$ cat src/rtl/core/dtfp_pkg.sv
// Shared types and constants for the delimited text field parser.
// No dependencies; the top level refers to it by scoped names.
package dtfp_pkg;

  // Result kinds carried on the output channel.
  localparam logic [1:0] KIND_BYTE      = 2'd0;
  localparam logic [1:0] KIND_FIELD_END = 2'd1;
  localparam logic [1:0] KIND_ROW_END   = 2'd2;
  localparam logic [1:0] KIND_ERROR     = 2'd3;

  // Fixed character codes.
  localparam logic [7:0] QUOTE_CHAR   = 8'h22;
  localparam logic [7:0] NEWLINE_CHAR = 8'h0A;
  localparam logic [7:0] DELIM_RESET  = 8'd44;

  // Parser context carried from one character to the next.
  typedef struct packed {
    logic in_quotes;
    logic quote_pending;
    logic field_has_content;
    logic row_has_fields;
  } parse_state_t;

  // One result beat.
  typedef struct packed {
    logic [1:0] kind;
    logic [7:0] data_byte;
  } result_t;

endpackage

$ cat src/rtl/core/dtfp_in_if.sv
// Input channel of the delimited text field parser: one character or end mark per beat.
// Depends on nothing; used by delimited_text_field_parser_top.
interface dtfp_in_if;
  logic       valid;
  logic       ready;
  logic [7:0] ch;
  logic       end_of_input;

  modport source (output valid, output ch, output end_of_input, input ready);
  modport sink   (input valid, input ch, input end_of_input, output ready);
endinterface

$ cat src/rtl/core/dtfp_out_if.sv
// Result channel of the delimited text field parser: one parse event per beat.
// Depends on nothing; used by delimited_text_field_parser_top.
interface dtfp_out_if;
  logic       valid;
  logic       ready;
  logic [1:0] kind;
  logic [7:0] data_byte;

  modport source (output valid, output kind, output data_byte, input ready);
  modport sink   (input valid, input kind, input data_byte, output ready);
endinterface

$ cat src/rtl/core/delimited_text_field_parser_top.sv
// Top level of the delimited text field parser (CSV-style quoting, configurable delimiter).
// Depends on dtfp_pkg, dtfp_in_if and dtfp_out_if.
//
//   Channel   Direction  Beat contents
//   in_chan   in         ch[7:0], end_of_input
//   out_chan  out        kind[1:0], data_byte[7:0]
//   cfg_*     in         cfg_we, cfg_wdata[7:0] (field delimiter)
//
// One input beat is taken per cycle while in_chan.ready is high. The parse context is
// four flip-flops that update in the cycle a beat is accepted, so throughput is one
// character per clock while ready is high; each result is registered on its way to out_chan.
// A two-entry output stage (result register plus skid register) lets the input keep
// flowing while out_chan is stalled; in_chan.ready drops only when both
// entries are full. rst_n is synchronous and active low; it restores the delimiter
// to a comma and clears the parse context and both output entries.
module delimited_text_field_parser_top (
  input  logic              clk,
  input  logic              rst_n,
  dtfp_in_if.sink           in_chan,
  dtfp_out_if.source        out_chan,
  input  logic              cfg_we,
  input  logic [7:0]        cfg_wdata
);

  // Configuration register.
  logic [7:0] delim_r;

  // Parse context.
  dtfp_pkg::parse_state_t state_r;
  dtfp_pkg::parse_state_t state_nxt;

  // Output stage: the register that drives out_chan and a skid entry behind it.
  logic                   out_vld_r;
  logic                   out_vld_nxt;
  dtfp_pkg::result_t      out_res_r;
  dtfp_pkg::result_t      out_res_nxt;
  logic                   skid_vld_r;
  logic                   skid_vld_nxt;
  dtfp_pkg::result_t      skid_res_r;
  dtfp_pkg::result_t      skid_res_nxt;

  // Result of the character currently offered on in_chan.
  logic                   res_vld;
  dtfp_pkg::result_t      res;

  logic                   accept;
  logic                   push;
  logic                   pop;

  assign in_chan.ready = !skid_vld_r;
  assign accept        = in_chan.valid && in_chan.ready;
  assign push          = accept && res_vld;
  assign pop           = out_vld_r && out_chan.ready;

  assign out_chan.valid     = out_vld_r;
  assign out_chan.kind      = out_res_r.kind;
  assign out_chan.data_byte = out_res_r.data_byte;

  // Parse step. A character that follows a pending quote and is not a second
  // quote closes the quoted field and is then treated like any unquoted character,
  // which is what the plain flag routes to the lower half of this block.
  always_comb begin
    logic       plain;
    logic [7:0] c;
    plain     = 1'b0;
    c         = in_chan.ch;
    state_nxt = state_r;
    res_vld   = 1'b0;
    res.kind  = dtfp_pkg::KIND_BYTE;
    res.data_byte = 8'd0;

    if (in_chan.end_of_input) begin
      // End of source: report what is left open and start a fresh stream.
      state_nxt = '0;
      if (state_r.quote_pending) begin
        res_vld  = 1'b1;
        res.kind = dtfp_pkg::KIND_ROW_END;
      end else if (state_r.in_quotes) begin
        res_vld  = 1'b1;
        res.kind = dtfp_pkg::KIND_ERROR;
      end else if (state_r.field_has_content || state_r.row_has_fields) begin
        res_vld  = 1'b1;
        res.kind = dtfp_pkg::KIND_ROW_END;
      end
    end else if (state_r.quote_pending) begin
      state_nxt.quote_pending = 1'b0;
      if (c == dtfp_pkg::QUOTE_CHAR) begin
        // Doubled quote: one literal quote, still inside the quoted field.
        state_nxt.field_has_content = 1'b1;
        res_vld       = 1'b1;
        res.data_byte = dtfp_pkg::QUOTE_CHAR;
      end else begin
        state_nxt.in_quotes = 1'b0;
        plain = 1'b1;
      end
    end else if (state_r.in_quotes) begin
      if (c == dtfp_pkg::QUOTE_CHAR) begin
        state_nxt.quote_pending = 1'b1;
      end else begin
        state_nxt.field_has_content = 1'b1;
        res_vld       = 1'b1;
        res.data_byte = c;
      end
    end else begin
      plain = 1'b1;
    end

    if (plain) begin
      if (c == dtfp_pkg::QUOTE_CHAR) begin
        // A quote opens a quoted field only at the start of a field.
        if (!state_nxt.field_has_content) begin
          state_nxt.in_quotes = 1'b1;
        end else begin
          res_vld       = 1'b1;
          res.data_byte = c;
        end
      end else if (c == delim_r) begin
        state_nxt.field_has_content = 1'b0;
        state_nxt.row_has_fields    = 1'b1;
        res_vld  = 1'b1;
        res.kind = dtfp_pkg::KIND_FIELD_END;
      end else if (c == dtfp_pkg::NEWLINE_CHAR) begin
        state_nxt = '0;
        res_vld   = 1'b1;
        res.kind  = dtfp_pkg::KIND_ROW_END;
      end else begin
        state_nxt.field_has_content = 1'b1;
        res_vld       = 1'b1;
        res.data_byte = c;
      end
    end
  end

  // Output stage. The skid entry only fills while the result register is stalled,
  // and it always moves forward before any newer result, so order is kept.
  always_comb begin
    out_vld_nxt  = out_vld_r;
    out_res_nxt  = out_res_r;
    skid_vld_nxt = skid_vld_r;
    skid_res_nxt = skid_res_r;
    if (pop || !out_vld_r) begin
      if (skid_vld_r) begin
        out_vld_nxt  = 1'b1;
        out_res_nxt  = skid_res_r;
        skid_vld_nxt = 1'b0;
      end else if (push) begin
        out_vld_nxt = 1'b1;
        out_res_nxt = res;
      end else begin
        out_vld_nxt = 1'b0;
      end
    end else if (push) begin
      skid_vld_nxt = 1'b1;
      skid_res_nxt = res;
    end
  end

  always_ff @(posedge clk) begin
    if (!rst_n) begin
      delim_r    <= dtfp_pkg::DELIM_RESET;
      state_r    <= '0;
      out_vld_r  <= 1'b0;
      skid_vld_r <= 1'b0;
    end else begin
      if (cfg_we) begin
        delim_r <= cfg_wdata;
      end
      if (accept) begin
        state_r <= state_nxt;
      end
      out_vld_r  <= out_vld_nxt;
      skid_vld_r <= skid_vld_nxt;
    end
  end

  // Payload registers carry no reset.
  always_ff @(posedge clk) begin
    out_res_r  <= out_res_nxt;
    skid_res_r <= skid_res_nxt;
  end

  // The skid entry is only ever occupied behind a full result register.
  a_skid_behind_out: assert property (@(posedge clk) disable iff (!rst_n)
    skid_vld_r |-> out_vld_r)
    else $error("skid entry valid while result register empty");

  // A pending quote can only exist inside a quoted field.
  a_pending_in_quotes: assert property (@(posedge clk) disable iff (!rst_n)
    state_r.quote_pending |-> state_r.in_quotes)
    else $error("quote pending outside a quoted field");

  // End of input always leaves a clean parse context.
  a_eoi_clears: assert property (@(posedge clk) disable iff (!rst_n)
    (accept && in_chan.end_of_input) |=> (state_r == '0))
    else $error("parse context not cleared after end of input");

  // An error result is only produced by an end-of-input beat.
  a_error_from_eoi: assert property (@(posedge clk) disable iff (!rst_n)
    (push && res.kind == dtfp_pkg::KIND_ERROR) |-> in_chan.end_of_input)
    else $error("unterminated quote reported without end of input");

endmodule
$ cat src/flat_wrapper.sv
// flat-port wrapper written by rule: the top's interface ports become plain ports
module delimited_text_field_parser_top_flat 
  (clk, rst_n, cfg_we, cfg_wdata, in_chan_valid, in_chan_ch, in_chan_end_of_input, in_chan_ready, out_chan_valid, out_chan_kind, out_chan_data_byte, out_chan_ready);
  dtfp_in_if in_chan_i ();
  dtfp_out_if out_chan_i ();
  input  logic clk;
  input  logic rst_n;
  input  logic cfg_we;
  input  logic [7:0] cfg_wdata;
  input wire logic [$bits(in_chan_i.valid)-1:0] in_chan_valid;
  input wire logic [$bits(in_chan_i.ch)-1:0] in_chan_ch;
  input wire logic [$bits(in_chan_i.end_of_input)-1:0] in_chan_end_of_input;
  output wire logic [$bits(in_chan_i.ready)-1:0] in_chan_ready;
  output wire logic [$bits(out_chan_i.valid)-1:0] out_chan_valid;
  output wire logic [$bits(out_chan_i.kind)-1:0] out_chan_kind;
  output wire logic [$bits(out_chan_i.data_byte)-1:0] out_chan_data_byte;
  input wire logic [$bits(out_chan_i.ready)-1:0] out_chan_ready;
  assign in_chan_i.valid = in_chan_valid;
  assign in_chan_i.ch = in_chan_ch;
  assign in_chan_i.end_of_input = in_chan_end_of_input;
  assign in_chan_ready = in_chan_i.ready;
  assign out_chan_valid = out_chan_i.valid;
  assign out_chan_kind = out_chan_i.kind;
  assign out_chan_data_byte = out_chan_i.data_byte;
  assign out_chan_i.ready = out_chan_ready;
  delimited_text_field_parser_top u_core (.clk(clk), .rst_n(rst_n), .in_chan(in_chan_i), .out_chan(out_chan_i), .cfg_we(cfg_we), .cfg_wdata(cfg_wdata));
endmodule
$ cat config.mk
export PLATFORM = sky130hd
export DESIGN_NAME = delimited_text_field_parser_top_flat
export DESIGN_NICKNAME = d
export VERILOG_FILES = /design/src/rtl/core/dtfp_pkg.sv /design/src/rtl/core/dtfp_in_if.sv /design/src/rtl/core/dtfp_out_if.sv /design/src/rtl/core/delimited_text_field_parser_top.sv /design/src/flat_wrapper.sv
export SDC_FILE = /design/constraint.sdc
export NUM_CORES = 1
export LEC_CHECK = 0
export BUFFER_PORTS_ARGS = -buffer_cell sky130_fd_sc_hd__buf_4
export CORE_MARGIN = 1.5
export CORE_UTILIZATION = 52
export CTS_BUF_LIST = sky130_fd_sc_hd__clkbuf_8
export CTS_CLUSTER_SIZE = 30
export DETAILED_ROUTE_END_ITERATION = 16
export PLACE_DENSITY = 0.79
export SYNTH_ARGS = -nofsm -noshare
export SYNTH_HDL_FRONTEND = slang
export SYNTH_SLANG_ARGS = --single-unit
$ cat constraint.sdc
create_clock -name clk -period 2.3 [get_ports clk]
set_clock_uncertainty 0.15 [all_clocks]
set_input_delay 0.575 -clock clk [delete_from_list [all_inputs] [get_ports clk]]
set_output_delay 0.575 -clock clk [all_outputs]
set_load 0.02 [all_outputs]
; Word level (Yosys, flattened, before mapping)
; Cells that the tools add are included.
[classes]
eq_ne = 3
mux = 52
bitwise_logic = 2
reduce_logical = 11
[op_table]
columns = cell, count
row1 = $mux 8, 8
row2 = $mux 10, 3
row3 = $mux 1, 25
row4 = $mux 2, 12
row5 = $eq 8x4->1 const B, 1
row6 = $eq 8x6->1 const B, 1
row7 = $eq 8x8->1, 1
row8 = $mux 3, 2
row9 = $mux 6, 1
row10 = $mux 4, 1
row11 = $reduce_and 2->1, 2
row12 = $logic_and 1x1->1, 3
row13 = $logic_not 1->1, 2
row14 = $logic_or 1x1->1, 2
row15 = $not 1->1, 2
row16 = $reduce_bool 2->1, 1
row17 = $reduce_or 2->1, 1
[word_totals]
regBits = 34
in_bits = 22
output_inout_bits = 12
elab_cells = 79

; Depth between registers and ports, before layout
; Gate-level depths: netlist of the first run.
[logic_depth]
word_depth = 11
mapped_depth = 5
depth_no_buf = 4

; Worst setup path before layout of the first run
; OpenSTA, ideal clock, no wires.
[synth_timing]
kind = input -> register
from = in in_chan_ch[2]
to = reg u_core.out_res_r (netlist bit u_core.out_chan.data_byte[0]) (enable)
setup_ps = 337
t_arrival_ps = 1801
t_required_ps = 1813
setup_slack_ps = 12
cell_stages = 4
path_buffers = 0
cell_sequence = nor4_2 -> nand2_1 -> o311ai_1 -> a21oi_1
[synth_between]
elab_chain_cells = 11
word_cells_on_any_way = 19
cone_classes = 1 x eq/ne / 15 x mux / 3 x reduce/logical
[synth_rtl]
columns = element, line
row1 = start: declaration, flat_wrapper.sv:11  ; input wire logic [$bits(in_chan_i.ch)-1:0] in_chan_ch;
row2 = $eq 8x6->1 (*), "delimited_text_field_parser_top.sv:87, delimited_text_field_parser_top.sv:97, delimited_text_field_parser_top.sv:109"
row3 = "$mux 1, on equally long branches", "delimited_text_field_parser_top.sv:87, delimited_text_field_parser_top.sv:97"
row4 = $mux 1 / $mux 2 (equally long branches), delimited_text_field_parser_top.sv:96  ; end else if (state_r.in_quotes) begin
row5 = $mux 1 / $mux 2 (equally long branches), delimited_text_field_parser_top.sv:85  ; end else if (state_r.quote_pending) begin
row6 = $mux 1 / $mux 3 (equally long branches), delimited_text_field_parser_top.sv:72  ; if (in_chan.end_of_input) begin
row7 = $mux 1, delimited_text_field_parser_top.sv:111  ; if (!state_nxt.field_has_content) begin
row8 = $mux 1, delimited_text_field_parser_top.sv:109  ; if (c == dtfp_pkg::QUOTE_CHAR) begin
row9 = $mux 1 (*), delimited_text_field_parser_top.sv:108  ; if (plain) begin
row10 = $logic_and 1x1->1 (*), delimited_text_field_parser_top.sv:52  ; assign push = accept && res_vld;
row11 = $reduce_bool 2->1 (no line) (*), -
row12 = $reduce_and 2->1 (no line) (*), -
row13 = end signal: assignment, delimited_text_field_parser_top.sv:178  ; out_res_r <= out_res_nxt;
row14 = end: declaration, delimited_text_field_parser_top.sv:35  ; dtfp_pkg::result_t out_res_r;
; Every way passes the cells marked *; elsewhere a longest branch is shown, timed or not.
; A chain may end at the register's enable or synchronous reset.

; Worst setup path after layout of the first run
[layout_timing]
from = in in_chan_ch[2]
to = reg u_core.out_res_r (netlist bit u_core.out_chan.data_byte[7]), data pin
[layout_between]
elab_chain_cells = 11
word_cells_on_any_way = 22
cone_classes = 3 x eq/ne / 19 x mux
[layout_rtl]
columns = element, line
row1 = $eq 8x6->1, "delimited_text_field_parser_top.sv:87, delimited_text_field_parser_top.sv:97, delimited_text_field_parser_top.sv:109"
row2 = $mux 8, delimited_text_field_parser_top.sv:97  ; if (c == dtfp_pkg::QUOTE_CHAR) begin
row3 = $mux 8, delimited_text_field_parser_top.sv:96
row4 = $mux 8, delimited_text_field_parser_top.sv:85
row5 = $mux 8, delimited_text_field_parser_top.sv:72
row6 = $mux 8, delimited_text_field_parser_top.sv:122  ; end else if (c == dtfp_pkg::NEWLINE_CHAR) begin
row7 = $mux 8, delimited_text_field_parser_top.sv:117  ; end else if (c == delim_r) begin
row8 = $mux 8, delimited_text_field_parser_top.sv:109
row9 = $mux 10 (*), delimited_text_field_parser_top.sv:108
row10 = $mux 10 (*), delimited_text_field_parser_top.sv:146  ; end else if (push) begin
row11 = $mux 10 (*), delimited_text_field_parser_top.sv:142  ; if (skid_vld_r) begin
; Every way passes the cells marked *; elsewhere a longest branch is shown, timed or not. The select of a mux whose other input is x is not followed.

==> out/results.tsv, run 1 <==
stage	metric	value	unit
cts	clockBufferDepth	2	
logic_synthesis	synthSimpleGateAreaFrac	21.4	%
logic_synthesis	syn_area	1840	um2
logic_synthesis	ys_seq_elements	34	
global_routing	antenna_found_initial	0	
logic_synthesis	synthArstFlopShare	0	%
run_status	status	complete, no violations	
finish	areaGrowthSynthToFinish	29.2	%
cts	cts-root-buf	clkbuf_8	
setup_path	critPathRequiredTime	2.27	ns
cts	ctsHoldBuffers	0	
sta	maxSlewHeadroom	53.6	%
cts	clk_latency	0.29	ns
logic_synthesis	synth_mux_area_share	4.96	%
logic_synthesis	synth_edf_count	20	
sta	rsz0062_at_grt	no	
finish	num_antenna_cells	0	
logic_synthesis	syn-num-nets	211	
setup_path	reg2reg_from	u_core.state_r[2]	
floorplan	core-area	3360	um2
global_routing	grt_usage	24.4	%
cts	cts_made_buffers	5	
drt	wl_per_cell	15.2	um
logic_synthesis	seq_area_frac_synth	47.8	%
logic_synthesis	yosys_warnings	0	
setup_path	startpoint	in_chan_ch[2]	
placement	place_ws	-0.0244	ns
logic_synthesis	synthXorXnorAreaFrac	4.28	%
setup_path	start_kind	input pin	
logic_synthesis	synth_compound_area_share	18.9	%
setup_path	reg2reg_depth	4	
placement	io_buffers	33	
power	ir_drop	578	uV
power	swShare	23.9	%
power	p_leak	0.000967	uW
floorplan	rows	21	
power	power.switching	344	uW
floorplan	die-area	3910	um2
logic_synthesis	synth-main-ff-cell	edfxtp_1	
sta	hold_violations	0	
cts	cts_sinks	34	
setup_path	cp-end-kind	register	
setup_path	rrSetupSlack	0.44	ns
placement	dp_hpwl	3330	um
global_routing	grt_pass1_wl	7470	um
setup_path	cp_max_fo	5	
setup_path	cp-endpoint	u_core.out_chan.data_byte[7]	
setup_path	regToRegEndpoint	u_core.state_r[1]	
floorplan	die_h	62.5	um
cts	cts_setup_buffers	0	
sta	worst_pin_slew	0.679	ns
global_routing	grt_pass1_vias	1577	
logic_synthesis	synth_cell_types	43	
logic_synthesis	synth_area_per_cell	9.75	um2
sta	timing.final.ws_setup	0.248	ns
placement	place.gp.congestion	0.960	
finish	drive_gt1_share	27.6	%
global_routing	gr-total-overflow	0	
hold_path	hold_path_class	input pin to register	
finish	n_fill_cell	293	
cts	cts.clk_slew.worst_paths	0.06	ns
power	totalPowerFinal	1440	uW
logic_synthesis	netlist_instances	189	
power	powerDensity	605	nW/um2
finish	layout_commonest_cell	buf_4	
setup_path	worstSetupPathType	input pin to register	
cts	cts_resized	0	
floorplan	die_w	62.5	um
sta	fin_crit	2.05	ns
logic_synthesis	synthAdderAreaFrac	0	%
cts	htreeDepth	2	
drt	drtAntennaViolNets	0	
flow_run	drv_cap	0	
finish	finalNetCount	264	
setup_path	cp_data_arrival_time	2.02	ns
finish	layout_common_cells	buf_4, edfxtp_1, nand2_1	
drt	drt-initial-drc-count	75	
drt	drc	0	
drt	drtPass1Iterations	5	
power	p_int	1100	uW
floorplan	start_util	54.8	%
power	p_seq_share	47.9	%
power	p_clk_share	36.8	%
drt	vias	1668	
drt	totalWireLength	4390	um
power	p_comb_share	15.3	%
logic_synthesis	synth_top_family_by_area	simple AND/OR/NAND/NOR gates	
sta	setup_viol	0	
floorplan	ioPinCount	34	
cts	cts_tree	built	
sta	final.period_utilization	89.2	%
global_routing	grt_start_max_net_pins	17	
sta	final-max-slew-violation-count	0	
drt	viasPerCell	5.77	
sta	timing.fmax	487	MHz
==> registers in the layout (all words and copies together), names as in the netlist <==
name and cells:
u_core.out_chan.data_byte 8, u_core.skid_res_r 10, u_core.delim_r 8, u_core.state_r 4, u_core.out_chan.valid 1, u_core.skid_vld_r 1
u_core.out_chan.kind 2
==> per-stage QoR <==
step | utilization [%] | setup TNS, ns | cells | hold slack (ns) | cell area, um2
5_1_grt | 70.8 | 0 | 289 | 0.345 | 2380
4_1_cts | 70.8 | 0 | 289 | 0.343 | 2380
6_report | 70.8 | 0 | 289 | 0.346 | 2380
3_3_place_gp | 67.6 | 0 | 281 | 0.340 | 2270
3_5_place_dp | 67.6 | -0.288 | 281 | 0.342 | 2270
2_1_floorplan | - | 0 | 189 | 0.312 | 1840
==> synth_stat cells, types with 2 or more instances <==
cell	number	area share, %
a2111oi_0	2	0.95
a21oi_1	9	2.4
a22oi_1	4	1.6
a31oi_1	5	1.7
a32oi_1	2	0.95
clkbuf_1	7	1.4
dfxtp_1	14	15
edfxtp_1	20	33
inv_1	5	1.0
mux2i_1	8	4.3
nand2_1	19	3.9
nand2b_1	10	3.4
nand3_1	6	1.6
nand4_1	4	1.4
nand4bb_1	2	1.2
nor2_1	16	3.3
nor2b_1	5	1.7
nor3_1	5	1.4
o211ai_1	2	0.81
o21ai_0	4	1.1
o21ai_1	8	2.2
o311ai_1	2	0.95
o31ai_1	3	1.2
xnor2_1	8	3.8
==> final cells by class <==
cell class	instances	area, um2	area share (%)
timing repair buffer	53	398	16.7
sequential	34	881	37.0
multi-input combinational	142	913	38.4
clock inverter	3	40.0	1.68
clock buffer	5	68.8	2.89
tap	46	57.6	2.42
inverter	6	22.5	0.946
==> worst min-delay path by stage <==
stage,to,slack (ns),depth (start not counted),start
2_1_floorplan,u_core.delim_r[2],0.31,2,u_core.delim_r[2]
3_3_place_gp,u_core.delim_r[3],0.34,2,u_core.delim_r[3]
3_5_place_dp,u_core.delim_r[2],0.34,2,u_core.delim_r[2]
4_1_cts,u_core.delim_r[3],0.34,2,rst_n
5_1_grt,u_core.delim_r[2],0.35,2,rst_n
6_report,u_core.delim_r[3],0.35,2,rst_n
==> layer usage <==
layer  part of all wire (%)  GRT usage, %
met1                     42          30.8
met2                     50          41.0
met3                    6.5          6.67
met4                    1.4          7.50
met5                      0             0
==> critical path: stages <==
cell	delay, ns
buf_4	0.13
or4_4	0.59
o41ai_4	0.46
a22oi_1	0.12
o21ai_1	0.14
==> power groups by stage <==
stage	registers (uW)	clock network (uW)	logic, uW
global placement	702	0	213
finish	690	530	220
floorplan	719	0	97.9
global route	693	569	240
detailed placement	703	0	218
CTS	690	540	219
==> kinds of logic after synthesis <==
| group | count (synthesis) |
|---|---|
| XOR/XNOR | 9 |
| multiplexers | 9 |
| AO/OA/AOI/OAI | 50 |
| flip-flops | 34 |
| buffers and inverters | 13 |
| AND/OR/NAND/NOR | 74 |
Note: power is estimated with default switching activity, not from simulation.
==> run 2, diff against run 1 <==
Settings changed: ABC_AREA from default to 1, CORE_UTILIZATION 52 to 51, PLACE_DENSITY 0.79 to 0.83.
==> run 2 against run 1 <==
Non-clock buffer count shrank 9. Fmax is 0.62% higher. Synthesized cell count rose by 11%. Count of clock-buffer cells in the layout did not move. First-iteration DRC count fell by 45%. Via count down 11%. Area after synthesis is 3.3% lower. Wire length down 20%. Sequential power increased by 2%. Critical path type unchanged. Die area shrank 1.3%. Worst setup slack better by 0.013 ns.
==> out/results.tsv, run 2 <==
stage	metric	value	unit
global_routing	antenna_found_initial	0	
cts	cts_resized	0	
finish	areaGrowthSynthToFinish	29.2	%
cts	cts-root-buf	clkbuf_8	
drt	totalWireLength	3490	um
setup_path	reg2reg_from	u_core.state_r[2]	
logic_synthesis	synth.most_common_cell	nand2_1	
finish	largest_register	u_core.skid_res_r	
hold_path	hold_path_class	register to register	
placement	place.gp.congestion	0.900	
logic_synthesis	syn_area	1780	um2
sta	hold-worst-slack	0.330	ns
drt	viasPerCell	4.96	
sta	maxSlewHeadroom	74.7	%
cts	cts_made_buffers	5	
finish	utilization	69.0	%
cts	ctsHoldBuffers	0	
drt	drt-initial-drc-count	41	
finish	drive_gt1_share	32.7	%
sta	hold_violations	0	
logic_synthesis	synthArstFlopShare	0	%
logic_synthesis	seq_area_frac_synth	49.4	%
finish	n_fill_cell	263	
global_routing	grt_pass1_vias	1390	
logic_synthesis	synth_cell_types	27	
logic_synthesis	syn-num-nets	231	
drt	vias	1487	
cts	clk_latency	0.29	ns
global_routing	grt_pass1_wl	6120	um
global_routing	grt_start_max_net_pins	13	
global_routing	grt_usage	20.3	%
drt	drtPass1Iterations	4	
cts	cts_setup_buffers	0	
floorplan	die_w	62.1	um
logic_synthesis	synth_top_area_share	33.7	%
cts	cts_sinks	34	
setup_path	cp_data_arrival_time	1.90	ns
placement	postPlaceCellArea	2170	um2
cts	clockBufferDepth	2	
hold_path	min_from	u_core.delim_r[5]	
setup_path	crit_chain	buf_4 > inv_2 > nand2_1 > nor2_2 > nand2_4 > nand2_4 > nand2_4 > nor2_2 > nor2_2 > nand2_2 > nand2_2 > nor2_2 > buf_12	
setup_path	start_kind	input pin	
floorplan	die_h	62.1	um
finish	layout_common_cells	nand2_1, buf_4, inv_1	
logic_synthesis	ys_seq_elements	34	
drt	drtAntennaViolNets	0	
placement	io_buffers	33	
flow_run	drv_cap	0	
finish	num_antenna_cells	0	
logic_synthesis	synth_top_area_cell	edfxtp_1	
setup_path	worstSetupPathType	input pin to register	
cts	htreeDepth	2	
cts	cts_tree	built	
logic_synthesis	yosys_warnings	0	
power	powerDensity	705	nW/um2
logic_synthesis	synth-main-ff-cell	edfxtp_1	
sta	final-max-slew-violation-count	0	
drt	drc	0	
finish	layout_commonest_cell	nand2_1	
sta	final.period_utilization	88.7	%
floorplan	die-area	3860	um2
setup_path	cp_max_fo	10	
floorplan	rows	21	
floorplan	core-area	3340	um2
global_routing	gr-total-overflow	0	
setup_path	startpoint	in_chan_ch[0]	
setup_path	cp-end-kind	register	
sta	worst_pin_slew	0.379	ns
setup_path	critical-path-max-stage-delay	0.21	ns
placement	dp_cells	292	
setup_path	critPathRequiredTime	2.16	ns
finish	finalNetCount	275	
run_status	status	complete, no violations	
setup_path	worst_path_most_repeated_cell	nor2_2	
sta	fin_crit	2.04	ns
logic_synthesis	netlist_instances	209	
finish	final_cells	300	
power	ir_drop	356	uV
floorplan	ioPinCount	34	
power	p_leak	0.00104	uW
placement	dp_hpwl	2680	um
logic_synthesis	synthTopCellsByArea	edfxtp_1, dfxtp_1, nand2_1, inv_1, o31ai_2	
cts	cts.clk_slew.worst_paths	0.07	ns
setup_path	slowest_stage	nor2_2	
sta	timing.fmax	490	MHz
finish	final_area	2300	um2
logic_synthesis	synth_edf_count	20	
logic_synthesis	synth_area_per_cell	8.53	um2
sta	setup_viol	0	
finish	largest_reg_flops	10	
floorplan	start_util	53.4	%
drt	wl_per_cell	11.6	um
sta	rsz0062_at_grt	no	
logic_synthesis	yosys-top-cells-count	nand2_1, inv_1, edfxtp_1, nor2_1, dfxtp_1	
-- run 2: cell types whose count changed after synthesis, sizes merged, moves of 4 or more --
| cell | before | now |
|---|---|---|
| mux2i | 8 | 0 |
| nor2b | 5 | 0 |
| clkbuf | 7 | 2 |
| inv | 6 | 27 |
| buf | 0 | 5 |
| nand2b | 10 | 0 |
| a22oi | 4 | 0 |
| o21ai | 12 | 17 |
| nor2 | 17 | 23 |
| nand2 | 19 | 61 |
-- run 2: area by class of cell --
class	instances	area, um2	area share (%)
clock buffer	5	68.8	2.99
clock inverter	3	68.8	2.99
inverter	27	101	4.40
multi-input combinational	141	771	33.5
sequential	34	881	38.2
tap	46	57.6	2.50
timing repair buffer	44	355	15.4
-- run 2: final timing paths --
| path | endpoint | slack (ns) | cells past startpoint |
|---|---|---|---|
| max reg2reg | u_core.skid_res_r[5] | 0.44 | 9 |
| min reg2reg | u_core.delim_r[5] | 0.33 | 2 |
| min | u_core.delim_r[5] | 0.33 | 2 |
| max | u_core.skid_res_r[5] | 0.26 | 13 |
-- run 2: kinds of logic after synthesis --
logic type	count (synthesis)	synth area share [%]
AOI/OAI and AO/OA	35	14.5
xor gates and xnor gates	6	2.95
DFF	34	49.4
buffers and inverters	34	7.65
and+or+nand+nor	100	25.5
-- run 2: per-layer routing --
layer	global-route usage [%]	wire (um)	vias to the layer above
met2	35.1	1720	41
met4	9.17	70	0
li1	-	-	773
met1	24.3	1550	667
met3	4.35	144	6
met5	0	0	-
-- run 2: stage by stage --
| step | worst slack (ns) | power [uW] | setup TNS, ns |
|---|---|---|---|
| after floorplan | 0.0684 | 870 | 0 |
| after global placement | 0.0208 | 969 | 0 |
| after detailed placement | -0.0128 | 975 | -0.250 |
| after CTS | 0.269 | 1640 | 0 |
| after global routing | 0.118 | 1680 | 0 |
| final | 0.260 | 1620 | 0 |
-- run 2: worst max-delay path, delay by kind of cell --
kind,cells,cell delay [ns]
buf+inv,3,0.33
simple gates,10,0.99
-- run 2: where the power goes --
part	internal (uW)	switching [uW]	total, uW	leakage (uW)
registers	685	18.0	703	0.000304
clock network	434	228	662	0.0000683
logic	117	143	260	0.000673
==> run 3, diff against run 2 <==
Settings changed: ABC_AREA 1 to default, CORE_UTILIZATION 51 to 52, PLACE_DENSITY 0.83 to 0.84.
==> run 3 against run 2 <==
Flip-flop and latch count is the same. Power shrank 12%. Worst setup slack lost 0.0039 ns. Sequential share of layout area shrank 1.2 points. Count of clock-buffer cells in the layout is the same. Highest routed layer unchanged. Non-clock buffer count grew 9. Largest power group unchanged. Wire length grew 30%. Cell count shrank 3.7%.
==> out/results.tsv, run 3 (synthesis gave the netlist of run 1 again) <==
stage	metric	value	unit
sta	hold-worst-slack	0.352	ns
cts	cts_resized	0	
cts	ctsHoldBuffers	0	
placement	io_buffers	33	
sta	hold_violations	0	
power	p_leak	0.000970	uW
global_routing	grt_pass1_wl	7560	um
floorplan	rows	21	
global_routing	grt_start_max_net_pins	17	
sta	timing.fmax	489	MHz
setup_path	cp_max_fo	10	
setup_path	critical-path-max-stage-delay	0.38	ns
setup_path	worst_path_most_repeated_cell	buf_4	
global_routing	antenna_found_initial	0	
sta	maxSlewHeadroom	48.5	%
placement	postPlaceCellArea	2270	um2
sta	timing.final.ws_setup	0.256	ns
global_routing	grt_pass1_vias	1564	
setup_path	cp_data_arrival_time	1.94	ns
finish	final_area	2380	um2
global_routing	gr-total-overflow	0	
run_status	status	complete, no violations	
setup_path	slowest_stage	o311ai_1	
setup_path	rrSetupSlack	0.37	ns
sta	setup_tns	0	ns
sta	worst_pin_slew	0.753	ns
setup_path	critPathRequiredTime	2.19	ns
cts	cts_made_buffers	5	
finish	n_fill_cell	275	
cts	cts.clk_slew.worst_paths	0.07	ns
cts	htreeDepth	2	
finish	largest_register	u_core.skid_res_r	
placement	place.gp.congestion	0.952	
finish	utilization	70.7	%
placement	dp_hpwl	3260	um
floorplan	die_w	62.5	um
hold_path	hold_path_class	input pin to register	
global_routing	grt-busiest-layer	met2	
power	ir_drop	408	uV
finish	layout_commonest_cell	buf_4	
flow_run	drv_cap	0	
drt	drt-initial-drc-count	111	
floorplan	start_util	54.8	%
finish	areaGrowthSynthToFinish	29.1	%
cts	cts_sinks	34	
drt	wl_per_cell	15.6	um
cts	cts_tree	built	
sta	fin_crit	2.04	ns
sta	final-max-slew-violation-count	0	
finish	drive_gt1_share	26.7	%
finish	layout_common_cells	buf_4, edfxtp_1, nand2_1	
drt	drc	0	
sta	final.period_utilization	88.9	%
finish	regArea	881	um2
global_routing	grt_use_met2	40.1	%
setup_path	crit_chain	buf_4 > nor4bb_1 > buf_4 > nand2_1 > o311ai_1 > a21oi_1 > buf_4	
drt	drtPass1Iterations	4	
floorplan	ioPinCount	34	
finish	multi_input_area	913	um2
global_routing	met3_usage	6.49	%
drt	totalWireLength	4520	um
setup_path	start_kind	input pin	
cts	cts-root-buf	clkbuf_8	
floorplan	core-area	3360	um2
setup_path	cp-end-kind	register	
drt	drtAntennaViolNets	0	
sta	rsz0062_at_grt	no	
global_routing	grt_usage	24.9	%
placement	place_ws	-0.0298	ns
drt	viasPerCell	5.88	
global_routing	use_met1	31.7	%
cts	clockBufferDepth	2	
cts	cts_setup_buffers	0	
finish	finalNetCount	264	
floorplan	die_h	62.5	um
setup_path	worstSetupPathType	input pin to register	
cts	clk_latency	0.29	ns
drt	vias	1700	
finish	num_antenna_cells	0	
power	powerDensity	604	nW/um2
sta	setup_viol	0	
floorplan	die-area	3910	um2
finish	largest_reg_flops	10	
run 3: changes by cell type in the layout (fill, tap and decap cells not counted), moves of 7 or more:
cell,previous run,this run
nand2b_1,0,10
buf_4,42,53
nand2_1,54,19
mux2i_1,0,8
o21ai_0,11,4
inv_1,22,7
run 3: critical path, delay by kind of cell:
family / cells / cell delay [ns]
buffers and inverters: 3 / 0.48
AND/OR/NAND/NOR: 2 / 0.37
AO/OA/AOI/OAI: 2 / 0.51
run 3: per-stage QoR:
step | std cells | power [uW]
after CTS | 289 | 1440
after detailed placement | 281 | 921
after floorplan | 189 | 817
after global placement | 281 | 916
final | 289 | 1440
after global routing | 289 | 1490
run 3: final timing paths:
kind                startpoint                            to  cells past startpoint
max reg2reg  u_core.state_r[2]             u_core.state_r[1]                      4
max              in_chan_ch[3]  u_core.out_chan.data_byte[7]                      7
min reg2reg  u_core.delim_r[2]             u_core.delim_r[2]                      2
min               cfg_wdata[5]             u_core.delim_r[5]                      3
run 3: routing by layer:
metal	part of all wire, %	wire length, um
met3	6.8	307
met2	49	2210
met1	43	1940
met4	1.5	68
met5	0	0
run 3: final cells by class:
type	instances	share of cell area, %
clock buffer	5	2.89
multi-input combinational	142	38.4
tap	46	2.42
clock inverter	3	1.58
timing repair buffer	53	16.7
sequential	34	37.0
inverter	6	0.947
run 3: power by group:
part,switching (uW),internal [uW]
registers,14.3,675
logic,120,102
clock network,211,315
